==> src/sv/mqpf_pkg.sv <==
package mqpf_pkg;

   localparam logic [1:0] OP_START   = 2'd0;
   localparam logic [1:0] OP_TOPIC   = 2'd1;
   localparam logic [1:0] OP_PAYLOAD = 2'd2;

   localparam logic [1:0] PH_IDLE    = 2'd0;
   localparam logic [1:0] PH_TOPIC   = 2'd1;
   localparam logic [1:0] PH_PAYLOAD = 2'd2;

   localparam logic [7:0] HEADER_BASE = 8'h30;

   localparam int QUEUE_DEPTH = 4;
   localparam int QUEUE_AW    = $clog2(QUEUE_DEPTH);

   // Byte slots of one command, emitted in ascending order when their mask bit is set.
   localparam logic [2:0] SLOT_FIRST   = 3'd0;
   localparam logic [2:0] SLOT_LEN0    = 3'd1;
   localparam logic [2:0] SLOT_LEN1    = 3'd2;
   localparam logic [2:0] SLOT_LEN2    = 3'd3;
   localparam logic [2:0] SLOT_TLEN_HI = 3'd4;
   localparam logic [2:0] SLOT_TLEN_LO = 3'd5;
   localparam logic [2:0] SLOT_PID_HI  = 3'd6;
   localparam logic [2:0] SLOT_PID_LO  = 3'd7;

   typedef struct packed {
      logic [1:0]  opcode;
      logic [1:0]  qos_level;
      logic        dup_flag;
      logic        retain_flag;
      logic [15:0] topic_length;
      logic [15:0] payload_length;
      logic [15:0] packet_id;
      logic [7:0]  data_byte;
   } req_item_type;

   typedef struct packed {
      logic [7:0] out_byte;
      logic       last_byte;
      logic       error_flag;
   } rsp_item_type;

   typedef struct packed {
      logic        err;
      logic        end_after;
      logic [7:0]  mask;
      logic [7:0]  first_byte;
      logic [15:0] rem_len;
      logic [15:0] topic_len;
      logic [15:0] pid;
   } cmd_type;

endpackage

==> src/sv/mqpf_front.sv <==
module mqpf_front (
   input  logic                  clock,
   input  logic                  reset,
   input  logic                  accept,
   input  mqpf_pkg::req_item_type req_item,
   output mqpf_pkg::cmd_type     cmd
);

   logic [1:0]  phase_ff, phase_in;
   logic [15:0] topic_left_ff, topic_left_in;
   logic [15:0] payload_left_ff, payload_left_in;
   logic        held_qnz_ff, held_qnz_in;
   logic [15:0] held_pid_ff, held_pid_in;

   logic [1:0]  qos_eff;
   logic        qnz;
   logic [17:0] rem_sum;
   logic        too_long;
   logic [15:0] topic_dec;
   logic [15:0] payload_dec;

   always_comb begin
      qos_eff     = (req_item.qos_level == 2'd3) ? 2'd0 : req_item.qos_level;
      qnz         = (qos_eff != 2'd0);
      rem_sum     = 18'(req_item.topic_length) + 18'(req_item.payload_length) + 18'd2
                    + (qnz ? 18'd2 : 18'd0);
      too_long    = |rem_sum[17:16];
      topic_dec   = topic_left_ff - 16'd1;
      payload_dec = payload_left_ff - 16'd1;

      phase_in        = phase_ff;
      topic_left_in   = topic_left_ff;
      payload_left_in = payload_left_ff;
      held_qnz_in     = held_qnz_ff;
      held_pid_in     = held_pid_ff;

      cmd            = '0;
      cmd.err        = 1'b1;
      cmd.mask       = 8'b0000_0001;
      cmd.rem_len    = rem_sum[15:0];
      cmd.topic_len  = req_item.topic_length;
      cmd.pid        = held_pid_ff;

      if (req_item.opcode == mqpf_pkg::OP_START && phase_ff == mqpf_pkg::PH_IDLE
          && !too_long) begin
         cmd.err        = 1'b0;
         cmd.first_byte = mqpf_pkg::HEADER_BASE | {4'b0, req_item.dup_flag, qos_eff,
                                                   req_item.retain_flag};
         cmd.pid        = req_item.packet_id;
         cmd.mask[mqpf_pkg::SLOT_LEN0]    = 1'b1;
         cmd.mask[mqpf_pkg::SLOT_LEN1]    = |rem_sum[15:7];
         cmd.mask[mqpf_pkg::SLOT_LEN2]    = |rem_sum[15:14];
         cmd.mask[mqpf_pkg::SLOT_TLEN_HI] = 1'b1;
         cmd.mask[mqpf_pkg::SLOT_TLEN_LO] = 1'b1;
         topic_left_in   = req_item.topic_length;
         payload_left_in = req_item.payload_length;
         held_qnz_in     = qnz;
         held_pid_in     = req_item.packet_id;
         if (req_item.topic_length == 16'd0) begin
            cmd.mask[mqpf_pkg::SLOT_PID_HI] = qnz;
            cmd.mask[mqpf_pkg::SLOT_PID_LO] = qnz;
            cmd.end_after = (req_item.payload_length == 16'd0);
            phase_in = cmd.end_after ? mqpf_pkg::PH_IDLE : mqpf_pkg::PH_PAYLOAD;
         end else begin
            phase_in = mqpf_pkg::PH_TOPIC;
         end
      end else if (req_item.opcode == mqpf_pkg::OP_TOPIC
                   && phase_ff == mqpf_pkg::PH_TOPIC) begin
         cmd.err        = 1'b0;
         cmd.first_byte = req_item.data_byte;
         topic_left_in  = topic_dec;
         if (topic_dec == 16'd0) begin
            cmd.mask[mqpf_pkg::SLOT_PID_HI] = held_qnz_ff;
            cmd.mask[mqpf_pkg::SLOT_PID_LO] = held_qnz_ff;
            cmd.end_after = (payload_left_ff == 16'd0);
            phase_in = cmd.end_after ? mqpf_pkg::PH_IDLE : mqpf_pkg::PH_PAYLOAD;
         end
      end else if (req_item.opcode == mqpf_pkg::OP_PAYLOAD
                   && phase_ff == mqpf_pkg::PH_PAYLOAD) begin
         cmd.err         = 1'b0;
         cmd.first_byte  = req_item.data_byte;
         payload_left_in = payload_dec;
         cmd.end_after   = (payload_dec == 16'd0);
         if (cmd.end_after) begin
            phase_in = mqpf_pkg::PH_IDLE;
         end
      end
   end

   always_ff @(posedge clock) begin
      if (reset) begin
         phase_ff        <= mqpf_pkg::PH_IDLE;
         topic_left_ff   <= '0;
         payload_left_ff <= '0;
         held_qnz_ff     <= 1'b0;
         held_pid_ff     <= '0;
      end else if (accept) begin
         phase_ff        <= phase_in;
         topic_left_ff   <= topic_left_in;
         payload_left_ff <= payload_left_in;
         held_qnz_ff     <= held_qnz_in;
         held_pid_ff     <= held_pid_in;
      end
   end

endmodule

==> src/sv/mqpf_queue.sv <==
module mqpf_queue (
   input  logic              clock,
   input  logic              reset,
   input  logic              wr_en,
   input  mqpf_pkg::cmd_type wr_cmd,
   output logic              q_full,
   input  logic              rd_en,
   output logic              q_empty,
   output mqpf_pkg::cmd_type rd_cmd
);

   mqpf_pkg::cmd_type slot_ff [mqpf_pkg::QUEUE_DEPTH];
   logic [mqpf_pkg::QUEUE_AW-1:0] wr_ptr_ff, rd_ptr_ff;
   logic [mqpf_pkg::QUEUE_AW:0]   count_ff, count_in;

   always_comb begin
      q_full   = (count_ff == (mqpf_pkg::QUEUE_AW+1)'(mqpf_pkg::QUEUE_DEPTH));
      q_empty  = (count_ff == '0);
      rd_cmd   = slot_ff[rd_ptr_ff];
      count_in = count_ff + (mqpf_pkg::QUEUE_AW+1)'(wr_en)
                 - (mqpf_pkg::QUEUE_AW+1)'(rd_en);
   end

   always_ff @(posedge clock) begin
      if (reset) begin
         wr_ptr_ff <= '0;
         rd_ptr_ff <= '0;
         count_ff  <= '0;
      end else begin
         if (wr_en) begin
            wr_ptr_ff <= wr_ptr_ff + 1'b1;
         end
         if (rd_en) begin
            rd_ptr_ff <= rd_ptr_ff + 1'b1;
         end
         count_ff <= count_in;
      end
   end

   always_ff @(posedge clock) begin
      if (wr_en) begin
         slot_ff[wr_ptr_ff] <= wr_cmd;
      end
   end

endmodule

==> src/sv/mqpf_back.sv <==
module mqpf_back (
   input  logic                   clock,
   input  logic                   reset,
   input  logic                   q_empty,
   input  mqpf_pkg::cmd_type      head,
   output logic                   q_pop,
   output logic                   empty,
   input  logic                   pop,
   output mqpf_pkg::rsp_item_type rsp_item
);

   logic [7:0] done_ff, done_in;
   logic       rsp_valid_ff, rsp_valid_in;
   mqpf_pkg::rsp_item_type rsp_ff, rsp_in;

   logic [7:0] remaining;
   logic [7:0] rest;
   logic [2:0] slot;
   logic       found;
   logic       emit;
   logic       taken;
   logic [7:0] slot_byte;

   always_comb begin
      remaining = head.mask & ~done_ff;
      slot      = mqpf_pkg::SLOT_FIRST;
      found     = 1'b0;
      for (int i = 0; i < 8; i++) begin
         if (!found && remaining[i]) begin
            slot  = 3'(i);
            found = 1'b1;
         end
      end
      rest = remaining & ~(8'b1 << slot);

      unique case (slot)
         mqpf_pkg::SLOT_FIRST:   slot_byte = head.err ? 8'd0 : head.first_byte;
         mqpf_pkg::SLOT_LEN0:    slot_byte = {head.mask[mqpf_pkg::SLOT_LEN1],
                                              head.rem_len[6:0]};
         mqpf_pkg::SLOT_LEN1:    slot_byte = {head.mask[mqpf_pkg::SLOT_LEN2],
                                              head.rem_len[13:7]};
         mqpf_pkg::SLOT_LEN2:    slot_byte = {6'd0, head.rem_len[15:14]};
         mqpf_pkg::SLOT_TLEN_HI: slot_byte = head.topic_len[15:8];
         mqpf_pkg::SLOT_TLEN_LO: slot_byte = head.topic_len[7:0];
         mqpf_pkg::SLOT_PID_HI:  slot_byte = head.pid[15:8];
         mqpf_pkg::SLOT_PID_LO:  slot_byte = head.pid[7:0];
         default:                slot_byte = 8'd0;
      endcase

      taken = pop && rsp_valid_ff;
      emit  = !q_empty && (!rsp_valid_ff || taken);
      q_pop = emit && (rest == 8'd0);

      done_in      = done_ff;
      rsp_valid_in = rsp_valid_ff;
      rsp_in       = rsp_ff;
      if (emit) begin
         rsp_valid_in       = 1'b1;
         rsp_in.out_byte    = slot_byte;
         rsp_in.last_byte   = head.end_after && (rest == 8'd0) && !head.err;
         rsp_in.error_flag  = head.err;
         done_in            = (rest == 8'd0) ? 8'd0 : (done_ff | (8'b1 << slot));
      end else if (taken) begin
         rsp_valid_in = 1'b0;
      end

      empty    = !rsp_valid_ff;
      rsp_item = rsp_ff;
   end

   always_ff @(posedge clock) begin
      if (reset) begin
         done_ff      <= '0;
         rsp_valid_ff <= 1'b0;
      end else begin
         done_ff      <= done_in;
         rsp_valid_ff <= rsp_valid_in;
      end
   end

   always_ff @(posedge clock) begin
      rsp_ff <= rsp_in;
   end

endmodule

==> src/sv/mqtt_publish_packet_framer_top.sv <==
// Channel   Direction  Handshake                     Payload
// input     in         push, full                    req_item  (req_item_type)
// result    out        empty, pop                    rsp_item  (rsp_item_type)
//
// Every item is accepted while push is high and full is low, and placed in a four-entry command queue.
// The back end sends one byte per cycle unless the result side stalls, so a start item
// gives four to eight bytes (one if refused), a topic byte one or three, payload one.
// Byte emission sets the sustained rate; a first byte goes through the queue, then rsp_ff.
// Reset is synchronous and returns the block to idle with the command queue and result register empty.
// A stalled result side fills the command queue, after which full holds off input.
module mqtt_publish_packet_framer_top (
   input  logic                   clock,
   input  logic                   reset,
   input  logic                   push,
   output logic                   full,
   input  mqpf_pkg::req_item_type req_item,
   output logic                   empty,
   input  logic                   pop,
   output mqpf_pkg::rsp_item_type rsp_item
);

   mqpf_pkg::cmd_type front_cmd;
   mqpf_pkg::cmd_type head_cmd;
   logic              accept;
   logic              q_empty;
   logic              q_pop;

   assign accept = push && !full;

   mqpf_front u_front (
      .clock    (clock),
      .reset    (reset),
      .accept   (accept),
      .req_item (req_item),
      .cmd      (front_cmd)
   );

   mqpf_queue u_queue (
      .clock   (clock),
      .reset   (reset),
      .wr_en   (accept),
      .wr_cmd  (front_cmd),
      .q_full  (full),
      .rd_en   (q_pop),
      .q_empty (q_empty),
      .rd_cmd  (head_cmd)
   );

   mqpf_back u_back (
      .clock    (clock),
      .reset    (reset),
      .q_empty  (q_empty),
      .head     (head_cmd),
      .q_pop    (q_pop),
      .empty    (empty),
      .pop      (pop),
      .rsp_item (rsp_item)
   );

endmodule

==> config.mk <==
export PLATFORM = sky130hd
export DESIGN_NAME = mqtt_publish_packet_framer_top
export DESIGN_NICKNAME = d
export VERILOG_FILES = /design/src/sv/mqpf_pkg.sv /design/src/sv/mqpf_front.sv /design/src/sv/mqpf_queue.sv /design/src/sv/mqpf_back.sv /design/src/sv/mqtt_publish_packet_framer_top.sv
export SDC_FILE = /design/constraint.sdc
export NUM_CORES = 1
export LEC_CHECK = 0
export ABC_AREA = 1
export BUFFER_PORTS_ARGS = -buffer_cell sky130_fd_sc_hd__buf_2
export CORE_MARGIN = 2
export CORE_UTILIZATION = 45
export DETAILED_ROUTE_END_ITERATION = 10
export PLACE_DENSITY = 0.65
export SYNTH_ARGS = -nofsm -noshare
export SYNTH_HDL_FRONTEND = slang
export SYNTH_SLANG_ARGS = --single-unit
==> constraint.sdc <==
create_clock -name clock -period 10.2 [get_ports clock]
set_input_delay 1.02 -clock clock [delete_from_list [all_inputs] [get_ports clock]]
set_output_delay 1.02 -clock clock [all_outputs]
set_load 0.02 [all_outputs]
Word level (Yosys, flattened, before mapping):

Memories as Yosys holds them, arrays and structs flattened. A register that Yosys moved wholly into a read port is not among the register bits.
Cells that the tools add are included.

* register bits after elaboration: 77
* RAM bits: 260
* word-level logic and storage cells: 146
* memories: 1

Memory list
* u_queue.slot_ff: depth 4, bits a word 65, rd ports 1, clocked after Yosys merged registers in 1, wr ports 1, RTL line mqpf_queue.sv:12 `mqpf_pkg::cmd_type slot_ff [mqpf_pkg::QUEUE_DEPTH];`

* add/subtract/negate cells: 9
* equality and inequality tests: 15
* shifts and indexed selects: 1
* mux-type cells: 49
* bitwise gates (word level): 5
* reduce and logical (&&, ||, !) cells: 53

Operator list (number)
* two-way mux 16 bit: 6
* zero test 16 bit: 5
* one-hot mux 8 bit (8 select lines): 1
* two-way mux 8 bit: 5
* two-way mux 2 bit: 17
* subtractor 16 x 1 -> 16 bit (second input constant): 2
* adder 18 bit: 1
* adder 18 x 2 -> 18 bit (second input constant): 1
* two-way mux 3 bit: 6
* adder 16 x 16 -> 17 bit: 1
* logical AND 1 bit: 17
* AND 8 bit: 2
* NOT 8 bit: 2
* == test 3 bit (second input constant): 5
* zero test 1 bit: 12
* two-way mux 1 bit: 12
* OR reduction 9 bit: 1
* zero test 8 bit: 1
* bitwise OR 8 bit: 1
* nonzero test 2 bit: 4
* << shifter 1 x 3 -> 8 bit (first input constant): 1
* == test 2 bit (second input constant): 3
* == test 3 x 2 -> 1 bit (second input constant): 2
* zero test 3 bit: 2
* 16 further kinds: 22

Logic depth before layout (Yosys ltp):

Gate-level depths: netlist of the first run.

* word-level depth: 31
* depth in mapped cells: 24
* mapped depth without buffers: 23

Hierarchy:

From an unflattened synthesis of the first run, not the netlist that was laid out.

* cells, all modules: 1857
* area total of the unflattened synthesis: 17169.0 µm²

Modules (own cells, without submodules)
* mqpf_queue: times used 1, cells an instance 827, area an instance 10812.9 µm², seq. area each 8107.8 µm²
* mqpf_front: times used 1, cells an instance 840, area an instance 4984.8 µm², seq. area each 1021.0 µm²
* mqpf_back: times used 1, cells an instance 188, area an instance 1361.3 µm², seq. area each 480.5 µm²
* mqtt_publish_packet_framer_top: times used 1, cells an instance 2, area an instance 10.0 µm², seq. area each 0.0 µm²

Worst setup path after synthesis of the first run:

No wires, ideal clock.

* path kind: in2reg
* start point: in push
* end point: mem u_queue.slot_ff[0][0] in the netlist's numbering (enable)
* setup time: 482 ps
* arrival: 4334 ps
* data required time: 9718 ps
* setup slack: 5383 ps
* cell stages on the path: 4
* buffers on the path: 0
* cells stage by stage: inv_1 > nor2_1 > inv_1 > nor2_1

* cells in the longest elaborated chain, start to end: 3

RTL lines
* start, declared: RTL line mqtt_publish_packet_framer_top.sv:14 `input logic push,`
* logical AND 1 bit: RTL line mqtt_publish_packet_framer_top.sv:28 `assign accept = push && !full;`
* via accept: RTL line mqtt_publish_packet_framer_top.sv:24 `logic accept;`
* two-way mux 1 bit: RTL line mqpf_queue.sv:41 `if (wr_en) begin`
* two-way mux 1 bit (not written as such): RTL line mqpf_queue.sv:42 `slot_ff[wr_ptr_ff] <= wr_cmd;`
* end, declared: RTL line mqpf_queue.sv:12

The timed path passes the listed nets, and every way through them passes these cells.

Worst setup path after layout of the first run:

* start point: in req_item[40] in the netlist's numbering
* end point: reg u_front.phase_ff[0]

* cells in the longest elaborated chain, start to end: 8

RTL lines
* start, declared: RTL line mqtt_publish_packet_framer_top.sv:16 `input mqpf_pkg::req_item_type req_item,`
* adder 16 x 16 -> 17 bit: RTL line mqpf_front.sv:25 `rem_sum = 18'(req_item.topic_length) + 18'(req_item.payload_length) + 18'd2`
* adder 18 x 2 -> 18 bit: RTL line mqpf_front.sv:25
* adder 18 bit: RTL line mqpf_front.sv:26 `+ (qnz ? 18'd2 : 18'd0);`
* OR reduction 2 bit: RTL line mqpf_front.sv:27 `too_long = |rem_sum[17:16];`
* zero test 1 bit: RTL line mqpf_front.sv:45 `&& !too_long) begin`
* logical AND 1 bit: RTL line mqpf_front.sv:45
* != test 3 x 2 -> 1 bit (no line) or nonzero test 3 bit (tied branches)
* AND reduction 4 bit (no line)
* end signal, assigned: RTL line mqpf_front.sv:92 `phase_ff <= mqpf_pkg::PH_IDLE;`
* end signal, assigned: RTL line mqpf_front.sv:98 `phase_ff <= phase_in;`
* end, declared: RTL line mqpf_front.sv:9 `logic [1:0] phase_ff, phase_in;`

Several ways; a longest one is shown, not always the timed one.
A chain may end at the register's enable or synchronous reset.

==> results of run 1 <==
==> stage by stage <==
step | area (um2) | std cells | power [mW]
after detailed placement | 16600 | 2215 | 2.52
final | 17600 | 2280 | 3.68
after CTS | 17600 | 2280 | 3.70
after global placement | 16600 | 2215 | 2.50
after floorplan | 15800 | 1737 | 2.27
after global routing | 17600 | 2280 | 3.87
==> final cells by class <==
class | count | area [um2]
tap | 455 | 569
timing repair buffer | 90 | 483
multi-input combinational | 1177 | 5770
inverter | 166 | 626
fill | 3244 | 16900
clock buffer | 51 | 957
clock inverter | 14 | 108
sequential | 327 | 9130
==> how the worst max path moves through the flow <==
stage                     depth (start not counted)                     to  slack, ns
after floorplan                                   4  u_queue.slot_ff[0][0]       5.38
after CTS                                        23    u_front.phase_ff[0]       4.94
after detailed placement                         23    u_front.phase_ff[0]       4.39
final                                            23    u_front.phase_ff[0]       4.94
after global routing                             23    u_front.phase_ff[0]       4.53
after global placement                           23    u_front.phase_ff[0]       4.52
==> power breakdown <==
part           total (mW)  internal, mW  switching (mW)
logic               0.792         0.234           0.558
registers            1.70          1.65          0.0542
clock network        1.19         0.682           0.505
total                3.68          2.57            1.12
==> layer usage <==
| metal | wire (um) | GRT usage (%) | up-vias |
|---|---|---|---|
| li1 | - | - | 5981 |
| met1 | 18300 | 31.9 | 5908 |
| met2 | 19000 | 37.1 | 429 |
| met3 | 2850 | 3.40 | 58 |
| met4 | 869 | 6.18 | 0 |
| met5 | 0 | 0 | - |
==> worst max-delay path, cell delays in order <==
cell,delay (ns)
buf_2,0.15
ha_1,0.23
fa_1,0.48
inv_1,0.04
ha_1,0.18
inv_1,0.05
ha_1,0.16
ha_1,0.17
inv_1,0.07
nor2_4,0.14
nand2_4,0.08
nor2_8,0.11
nand3_4,0.09
nor2_4,0.12
nand2_1,0.07
nand2_2,0.08
nand2_2,0.06
nor2_4,0.80
buf_4,0.61
nand2_4,0.36
clkinv_2,0.33
nand2_1,0.09
a21oi_1,0.14
==> sequential cells by signal (all words and copies together), names as in the netlist, named ones only <==
signal	cells
u_queue.wr_ptr_ff	2
u_front.held_qnz_ff	1
u_back.rsp_valid_ff	1
u_front.payload_left_ff	16
u_queue.rd_ptr_ff	2
u_back.done_ff	8
u_front.held_pid_ff	16
u_queue.slot_ff	248
u_front.topic_left_ff	16
u_front.phase_ff	2
u_back.rsp_item	10
u_queue.count_ff	3
==> synthesized netlist by cell type (all sizes together), types with 25 or more instances <==
cell type	instances	share of area, %
buf	28	1.1
a21oi	95	3.0
xor2	25	1.4
o21ai	111	3.5
clkbuf	39	0.93
a221oi	25	1.4
dfxtp	69	8.7
nand3	79	2.7
ha	31	2.5
nand2	454	11
edfxtp	258	49
nor2	253	6.3
inv	165	3.9
==> cell families (layout without fill, tap and decap cells) <==
logic type / Yosys count / after routing / share of synthesized area [%]
AND/OR/NAND/NOR: 848 / 848 / 22.5
flip-flops: 327 / 327 / 57.8
AO/OA/AOI/OAI: 270 / 270 / 9.70
buffers and inverters: 233 / 321 / 5.94
adder cells (fa/ha/maj): 33 / 33 / 2.71
XOR/XNOR: 26 / 26 / 1.44
==> parameters.txt, run 1 <==
Parameter                              Value

Critical path
  WS Path Type ... in2reg
  Type of element launching the critical path ... input pin
  Setup slack, reg-to-reg ... 5.21 ns
  Destination of the worst register-to-register timing path ... u_queue.count_ff[2]
  Worst path arrival time ... 5.71 ns
  CP endpoint kind ... flop
  CP Launch Point ... req_item[40]
  Cell count of the worst reg-to-reg path ... 21
  Crit path required time ... 10.65 ns
  Biggest fanout along the worst timing path ... 52

STA
  Slew headroom ... 30.5%
  Transition time of the tightest slew-check pin ... 1.04 ns
  Worst Hold Margin ... 0.451 ns
  Worst clock skew on the final layout ... 0.0163 ns
  Post-layout min period ... 5.26 ns
  Final hold viol count ... 0
  RSZ-0062 raised after global routing ... no
  Max-slew violation count ... 0
  Final worst path period share ... 51.6%
  Setup violators final ... 0
  Maximum achievable frequency ... 190 MHz
  Final setup slack of the worst path ... 4.94 ns
  Setup TNS ... 0 ns

Hold path
  Hold worst-path end ... u_back.done_ff[3]
  Hold Path Cell Cnt ... 2
  Worst min path class ... reg2reg
  Start point of the worst min-delay path ... u_back.done_ff[3]

Floorplan
  Cell row count ... 68
  Area of the core ... 34500 um2
  Die Footprint ... 36600 um2
  Io pins ... 78
  DIE HEIGHT ... 191 um
  Die span in x ... 191 um
  Starting density of the core ... 45.8%

Logic synthesis
  Synthesized area ... 15800 um2
  Post-synthesis average cell area ... 9.10 um2
  Total of flip-flops plus latches after synthesis ... 327
  Post-synthesis sequential area ratio ... 57.8%
  Share of flip-flops with an asynchronous set or reset after synthesis ... 0%
  Leading register cell type out of synthesis ... edfxtp_1
  Unique cell type count in the Yosys netlist ... 49
  Number of flops mapped to enable cells by yosys ... 258
  Synthesized instance count ... 1737
  Ys Warns ... 0
  Post-Synthesis Net Count ... 1836

Clock network
  Worst-case clock buffer depth ... 3
  H-tree level count ... 2
  Insertion delay of the later-clocked pin in the worst-skew pair ... 0.52 ns
  Post-CTS Setup Bufs ... 0
  CTS tree ... done
  Hold-fix buffer count after cts ... 0
  Number of gates given a new drive strength after cts ... 0
  Total CTS buffers ... 36
  Clock Pin Slew Worst Setup and Hold Paths ... 0.06 ns
  Number of clock sinks ... 327
  Cell at the root of the clock tree ... clkbuf_16

Detailed routing
  Drt wl/cell ... 18.0 um
  Remaining DRCs ... 0
  Detail-routed via count per cell ... 5.43
  Total number of vias ... 12376
  Residual antenna-violating net count after detailed routing ... 0
  First-pass iteration count of the detailed router ... 5
  Total wire length after detailed routing ... 41100 um
  Iteration-0 DRC count of the detailed router ... 1169

GRT
  Grt total ovfl ... 0
  Wire length of the first global-routing pass ... 64500 um
  Number of antenna violations at the first check in global routing ... 0
  Overall Global Routing Usage ... 22.8%
  Via count of the first global-routing pass ... 11749
  Maximum number of pins on one net before global-route repair ... 78

Flow run
  MaxCap Viol Count ... 0

Run status
  Outcome ... complete, no violations

Final layout
  Number of nets in the final layout ... 1897
  Syn-to-layout area delta ... 11.7%
  Layout Utilization ... 51.1%
  Most common cell after layout, fill and taps aside ... nand2_1
  Leading cell types in the layout, fill and taps excluded ... nand2_1 (446), edfxtp_1 (258), nor2_1 (240)
  Count of antenna diodes in the layout ... 0
  Share of layout cells above drive strength 1 ... 9.75%

Power and ir drop
  IR Drop Worst-Case VDD ... 128 uV
  Standby leakage power ... 7.40 nW
  Cell Pwr Density ... 209 nW/um2

Placement
  IO Port Bufs ... 77
  Final weighted congestion in routability-driven placement ... 0.920
  Detailed placement HPWL ... 26600 um
  Post-Place Worst Slack ... 4.39 ns
Note: power is estimated with default switching activity, not from simulation.
==> inputs of run 2 (changes only) <==
--- a/config.mk
+++ b/config.mk
@@ -10,7 +10,7 @@
 export CORE_MARGIN = 2
 export CORE_UTILIZATION = 45
 export DETAILED_ROUTE_END_ITERATION = 10
-export PLACE_DENSITY = 0.65
+export PLACE_DENSITY = 0.67
 export SYNTH_ARGS = -nofsm -noshare
 export SYNTH_HDL_FRONTEND = slang
 export SYNTH_SLANG_ARGS = --single-unit
==> constraint.sdc (replaced) <==
create_clock -name clock -period 4.5 [get_ports clock]
set_input_delay 0.45 -clock clock [delete_from_list [all_inputs] [get_ports clock]]
set_output_delay 0.45 -clock clock [all_outputs]
set_load 0.02 [all_outputs]
==> run 2 against run 1 <==
Compared with the run above: setup slack worse by 4.1 ns; worst hold slack lost 0.28 ns; first-iteration DRC count fell by 0.43%; non-clock buffer count is 16 higher; clock power increased by 150%; critical path depth fell by 3; wire length down 0.42%; global-route usage fell by 0.30 points; combinational power rose by 130%; die area stayed put; count of clock-buffer cells in the layout shrank 11; sequential share of layout area decreased by 0.81 points; largest cell class unchanged.
==> parameters.txt, run 2 (synthesis results as in run 1) <==
Parameter                              Value

Flow run
  MaxCap Viol Count ... 0

Power and ir drop
  Standby leakage power ... 7.54 nW
  Power after layout ... 8.62 mW
  Cell Pwr Density ... 481 nW/um2
  IR Drop Worst-Case VDD ... 323 uV

Final layout
  Syn-to-layout area delta ... 13.4%
  Finished Layout Cells ... 2294
  Sequential cell area in the final layout ... 9130 um2
  Post-layout instance area ... 17900 um2
  Layout Utilization ... 51.9%
  Largest reg by FF count ... u_queue.slot_ff
  Count of antenna diodes in the layout ... 0
  Most common cell after layout, fill and taps aside ... nand2_1
  Fill cell total of the finished layout ... 3126
  Multi-input gate area ... 5770 um2
  Max FFs per register ... 248
  Leading cell types in the layout, fill and taps excluded ... nand2_1 (446), edfxtp_1 (258), nor2_1 (240)
  Share of layout cells above drive strength 1 ... 10.9%
  Number of nets in the final layout ... 1912

Floorplan
  Cell row count ... 68
  DIE HEIGHT ... 191 um
  Starting density of the core ... 45.8%
  Io pins ... 78
  Die Footprint ... 36600 um2
  Die span in x ... 191 um
  Area of the core ... 34500 um2

Placement
  Final weighted congestion in routability-driven placement ... 0.938
  Post-Place Worst Slack ... 0.541 ns
  Detailed placement HPWL ... 27300 um
  IO Port Bufs ... 77
  Cell count after placement ... 2231
  Area post-placement ... 16700 um2

STA
  Setup violators final ... 0
  Post-layout min period ... 3.69 ns
  Setup TNS ... 0 ns
  Final worst path period share ... 82.0%
  RSZ-0062 raised after global routing ... no
  Final hold viol count ... 0
  Max-slew violation count ... 0
  Worst Hold Margin ... 0.168 ns
  Transition time of the tightest slew-check pin ... 0.895 ns
  Slew headroom ... 40.2%
  Worst clock skew on the final layout ... 0.0243 ns
  Final setup slack of the worst path ... 0.812 ns
  Maximum achievable frequency ... 271 MHz

Critical path
  CP endpoint kind ... flop
  Destination of the worst register-to-register timing path ... u_queue.count_ff[2]
  Setup slack, reg-to-reg ... 0.81 ns
  Crit path required time ... 4.96 ns
  Max stage delay cell, worst path ... dfxtp_2
  Most frequent cell on the critical path ... inv_1
  Critical Path, Cell by Cell ... inv_2 -> buf_4 -> nand3_1 -> nand3_1 -> nand2_1 -> nor2_1 -> nand3_1 -> buf_4 -> inv_1 -> o221ai_1 -> nor2_1 -> nand2_1 -> inv_1 -> ha_1 -> inv_1 -> ha_1 -> fa_1 -> inv_1 -> o21ai_0 -> a21oi_1
  Biggest fanout along the worst timing path ... 16
  Crit path largest cell delay ... 0.39 ns
  WS Path Type ... reg2reg
  Worst path arrival time ... 4.15 ns
  Cell count of the worst reg-to-reg path ... 20
  Type of element launching the critical path ... flop

Detailed routing
  Total number of vias ... 12471
  Drt wl/cell ... 17.8 um
  Residual antenna-violating net count after detailed routing ... 0
  Detail-routed via count per cell ... 5.44
  Total wire length after detailed routing ... 40900 um
  First-pass iteration count of the detailed router ... 6
  Iteration-0 DRC count of the detailed router ... 1164
  Remaining DRCs ... 0

GRT
  Via count of the first global-routing pass ... 11681
  Wire length of the first global-routing pass ... 63500 um
  Number of antenna violations at the first check in global routing ... 0
  Grt total ovfl ... 0
  Maximum number of pins on one net before global-route repair ... 76
  Overall Global Routing Usage ... 22.5%

Clock network
  Cell at the root of the clock tree ... clkbuf_16
  Total CTS buffers ... 35
  Hold-fix buffer count after cts ... 0
  Worst-case clock buffer depth ... 3
  Number of clock sinks ... 327
  H-tree level count ... 2
  Number of gates given a new drive strength after cts ... 0
  Clock Pin Slew Worst Setup and Hold Paths ... 0.06 ns
  CTS tree ... done
  Post-CTS Setup Bufs ... 0
  Insertion delay of the later-clocked pin in the worst-skew pair ... 0.53 ns

Hold path
  Worst min path class ... in2reg
  Start point of the worst min-delay path ... reset
  Hold Path Cell Cnt ... 2
  Hold worst-path end ... u_queue.count_ff[0]

Run status
  Outcome ... complete, no violations
[run 2: metal layers]
metal | GRT usage, % | vias to the layer above | routed length (um) | part of all wire (%)
met3 | 3.41 | 81 | 3140 | 7.7
met2 | 36.0 | 491 | 18600 | 46
met5 | 1.37 | - | 71 | 0.17
met1 | 31.1 | 5881 | 17700 | 43
li1 | - | 6016 | - | -
met4 | 7.99 | 2 | 1360 | 3.3
[run 2: worst max-delay path by stage]
stage               slack [ns]  depth (start not counted)                start                         end
finish                    0.81                         20                 flop         u_queue.count_ff[2]
global route              0.40                         23                 flop         u_queue.count_ff[2]
CTS                       0.81                         20                 flop         u_queue.count_ff[2]
detailed placement        0.54                         23         req_item[40]  u_front.payload_left_ff[6]
global placement          0.65                         22         req_item[40]   u_front.topic_left_ff[14]
floorplan                 0.15                          6  u_queue.count_ff[1]       u_queue.slot_ff[0][0]
[run 2: cell type report]
type                            count  share of cell area (%)
Sequential cell                   327                    50.9
Multi-Input combinational cell   1177                    32.2
Clock buffer                       40                    4.99
Timing Repair Buffer              106                    3.57
Inverter                          166                    3.49
Tap cell                          455                    3.18
Clock inverter                     23                    1.63
[run 2: report_power, final]
part / leakage [nW] / internal [mW] / switching [mW]
clock network: 0.555 / 1.74 / 1.20
logic: 4.02 / 0.551 / 1.28
registers: 2.96 / 3.73 / 0.115
[run 2: worst max-delay path: cells and delay by family (launching register included)]
family,cells,cell delay [ns]
buffers and inverters,7,1.11
adder cells (fa/ha/maj),3,0.71
AND/OR/NAND/NOR,7,1.01
AO/OA/AOI/OAI,3,0.37
flip-flops,1,0.39
==> inputs of run 3 (changes only) <==
==> constraint.sdc (replaced) <==
create_clock -name clock -period 3 [get_ports clock]
set_input_delay 0.3 -clock clock [delete_from_list [all_inputs] [get_ports clock]]
set_output_delay 0.3 -clock clock [all_outputs]
set_load 0.02 [all_outputs]
==> run 3 against run 2 <==
Compared with the run above: the flow now finishes with violations (negative setup slack); fmax up 23%; critical path depth up 2; first-iteration DRC count shrank 6.4%; non-clock buffer count grew 131; register-to-register slack worse by 0.82 ns; combinational power is 75% higher; critical path type unchanged.
==> parameters.txt, run 3 (synthesis results as in run 1) <==
Parameter                              Value

Run status
  Outcome ... finished with violations
  Violations in the final reports ... negative setup slack

Detailed routing
  First-pass iteration count of the detailed router ... 5
  Residual antenna-violating net count after detailed routing ... 0
  Drt wl/cell ... 17.7 um
  Remaining DRCs ... 0
  Total wire length after detailed routing ... 43100 um
  Total number of vias ... 12866
  Iteration-0 DRC count of the detailed router ... 1089
  Detail-routed via count per cell ... 5.30

Power and ir drop
  Combinational cell fraction of total power ... 23.8%
  Power after layout ... 13.4 mW
  Cell Pwr Density ... 697 nW/um2
  Sw Share ... 30.3%
  Proportion of power drawn by flip-flops and latches ... 42.9%
  Clock share of power ... 33.3%
  IR Drop Worst-Case VDD ... 469 uV
  Standby leakage power ... 8.24 nW
  Internal power summed over all cells ... 9.37 mW
  Net switching power figure ... 4.08 mW

GRT
  Grt total ovfl ... 0
  Overall Global Routing Usage ... 23.9%
  Number of antenna violations at the first check in global routing ... 0
  Maximum number of pins on one net before global-route repair ... 83
  Via count of the first global-routing pass ... 12384
  Wire length of the first global-routing pass ... 67400 um

Final layout
  Fill cell total of the finished layout ... 3076
  Finished Layout Cells ... 2428
  Largest reg by FF count ... u_queue.slot_ff
  Max FFs per register ... 248
  Most common cell after layout, fill and taps aside ... nand2_1
  Number of nets in the final layout ... 2044
  Leading cell types in the layout, fill and taps excluded ... nand2_1 (435), edfxtp_1 (258), nor2_1 (230)
  Layout Utilization ... 55.8%
  Count of antenna diodes in the layout ... 0
  Post-layout instance area ... 19300 um2
  Share of layout cells above drive strength 1 ... 19.1%
  Syn-to-layout area delta ... 22.0%

Placement
  Detailed placement HPWL ... 29600 um
  Post-Place Worst Slack ... -0.455 ns
  Area post-placement ... 17800 um2
  Final weighted congestion in routability-driven placement ... 0.942
  IO Port Bufs ... 77
  Cell count after placement ... 2350

Clock network
  Total CTS buffers ... 36
  Cell at the root of the clock tree ... clkbuf_16
  Number of clock sinks ... 327
  Worst-case clock buffer depth ... 3
  Clock Pin Slew Worst Setup and Hold Paths ... 0.06 ns
  CTS tree ... done
  H-tree level count ... 2
  Insertion delay of the later-clocked pin in the worst-skew pair ... 0.53 ns
  Hold-fix buffer count after cts ... 0

Floorplan
  Io pins ... 78
  Starting density of the core ... 45.8%
  DIE HEIGHT ... 191 um
  Die span in x ... 191 um
  Cell row count ... 68
  Die Footprint ... 36600 um2
  Area of the core ... 34500 um2

STA
  Worst clock skew on the final layout ... 0.0154 ns
  Setup TNS ... -0.00385 ns
  Worst Hold Margin ... 0.0114 ns
  Final setup slack of the worst path ... -0.00385 ns
  Setup violators final ... 1
  Post-layout min period ... 3.00 ns
  RSZ-0062 raised after global routing ... yes
  Maximum achievable frequency ... 333 MHz
  Final hold viol count ... 0
  Slew headroom ... 41.2%
  Transition time of the tightest slew-check pin ... 0.882 ns
  Max-slew violation count ... 0
  Final worst path period share ... 100%

Critical path
  CP endpoint kind ... flop
  Critical Path, Cell by Cell ... buf_12 -> nand2_2 -> nand2_1 -> nand2_1 -> o21ai_2 -> nand2_1 -> nand2_2 -> nor2_4 -> nand2_2 -> nor2_4 -> nand3_2 -> nand2_2 -> nand4_1 -> nor2_2 -> nand2_2 -> clkinv_4 -> ha_4 -> inv_4 -> ha_4 -> fa_2 -> inv_2 -> nor2_1
  Crit path required time ... 3.46 ns
  WS Path Type ... reg2reg
  Worst path arrival time ... 3.47 ns
  Crit path largest cell delay ... 0.54 ns
  Type of element launching the critical path ... flop
  Most frequent cell on the critical path ... nand2_2
  Max stage delay cell, worst path ... fa_2
  Biggest fanout along the worst timing path ... 5

Flow run
  MaxCap Viol Count ... 0

Hold path
  Worst min path class ... in2reg
-- run 3: layout make-up --
class	count	area, um2	share of cell area (%)
Clock buffer	51	1020	5.27
Clock inverter	15	186	0.967
Inverter	166	641	3.32
Multi-Input combinational cell	1177	5960	30.9
Sequential cell	327	9140	47.4
Tap cell	455	569	2.95
Timing Repair Buffer	237	1780	9.21
-- run 3: worst max-delay path, delay by kind of cell (launching register included) --
kind                     cells  cell delay, ns
adder cells (fa/ha/maj)      3            0.82
AND/OR/NAND/NOR             14            1.36
flip-flops                   1            0.38
AO/OA/AOI/OAI                1            0.07
buffers and inverters        4            0.31
-- run 3: layer usage --
metal	track usage [%]	share of wire [%]	vias up
met4	7.04	2.7	0
li1	-	-	6293
met1	33.6	44	6030
met3	2.74	6.9	78
met2	38.9	46	465
met5	0	0	-
-- run 3: power groups by stage --
stage               clock network (mW)  logic, mW  registers (mW)
floorplan                            0       1.80            5.93
global placement                     0       3.02            5.85
detailed placement                   0       3.07            5.86
CTS                               4.52       3.11            5.77
global route                      4.72       3.55            5.82
finish                            4.48       3.20            5.77
-- run 3: final timing paths --
| path | cells past startpoint | to | from | slack [ns] |
|---|---|---|---|---|
| max | 22 | u_queue.count_ff[1] | flop | -0.004 |
| max reg2reg | 22 | u_queue.count_ff[1] | flop | -0.004 |
| min | 2 | u_queue.count_ff[1] | reset | 0.01 |
| min reg2reg | 2 | u_back.done_ff[2] | u_back.done_ff[2] | 0.46 |
-- run 3: repair_timing --
item                                    in CTS  in global routing
pin swaps                                    2                 16
resized for setup                           11                 39
cloned                                       0                  1
endpoints found under the setup margin       2                161
buffers inserted                             7                  5
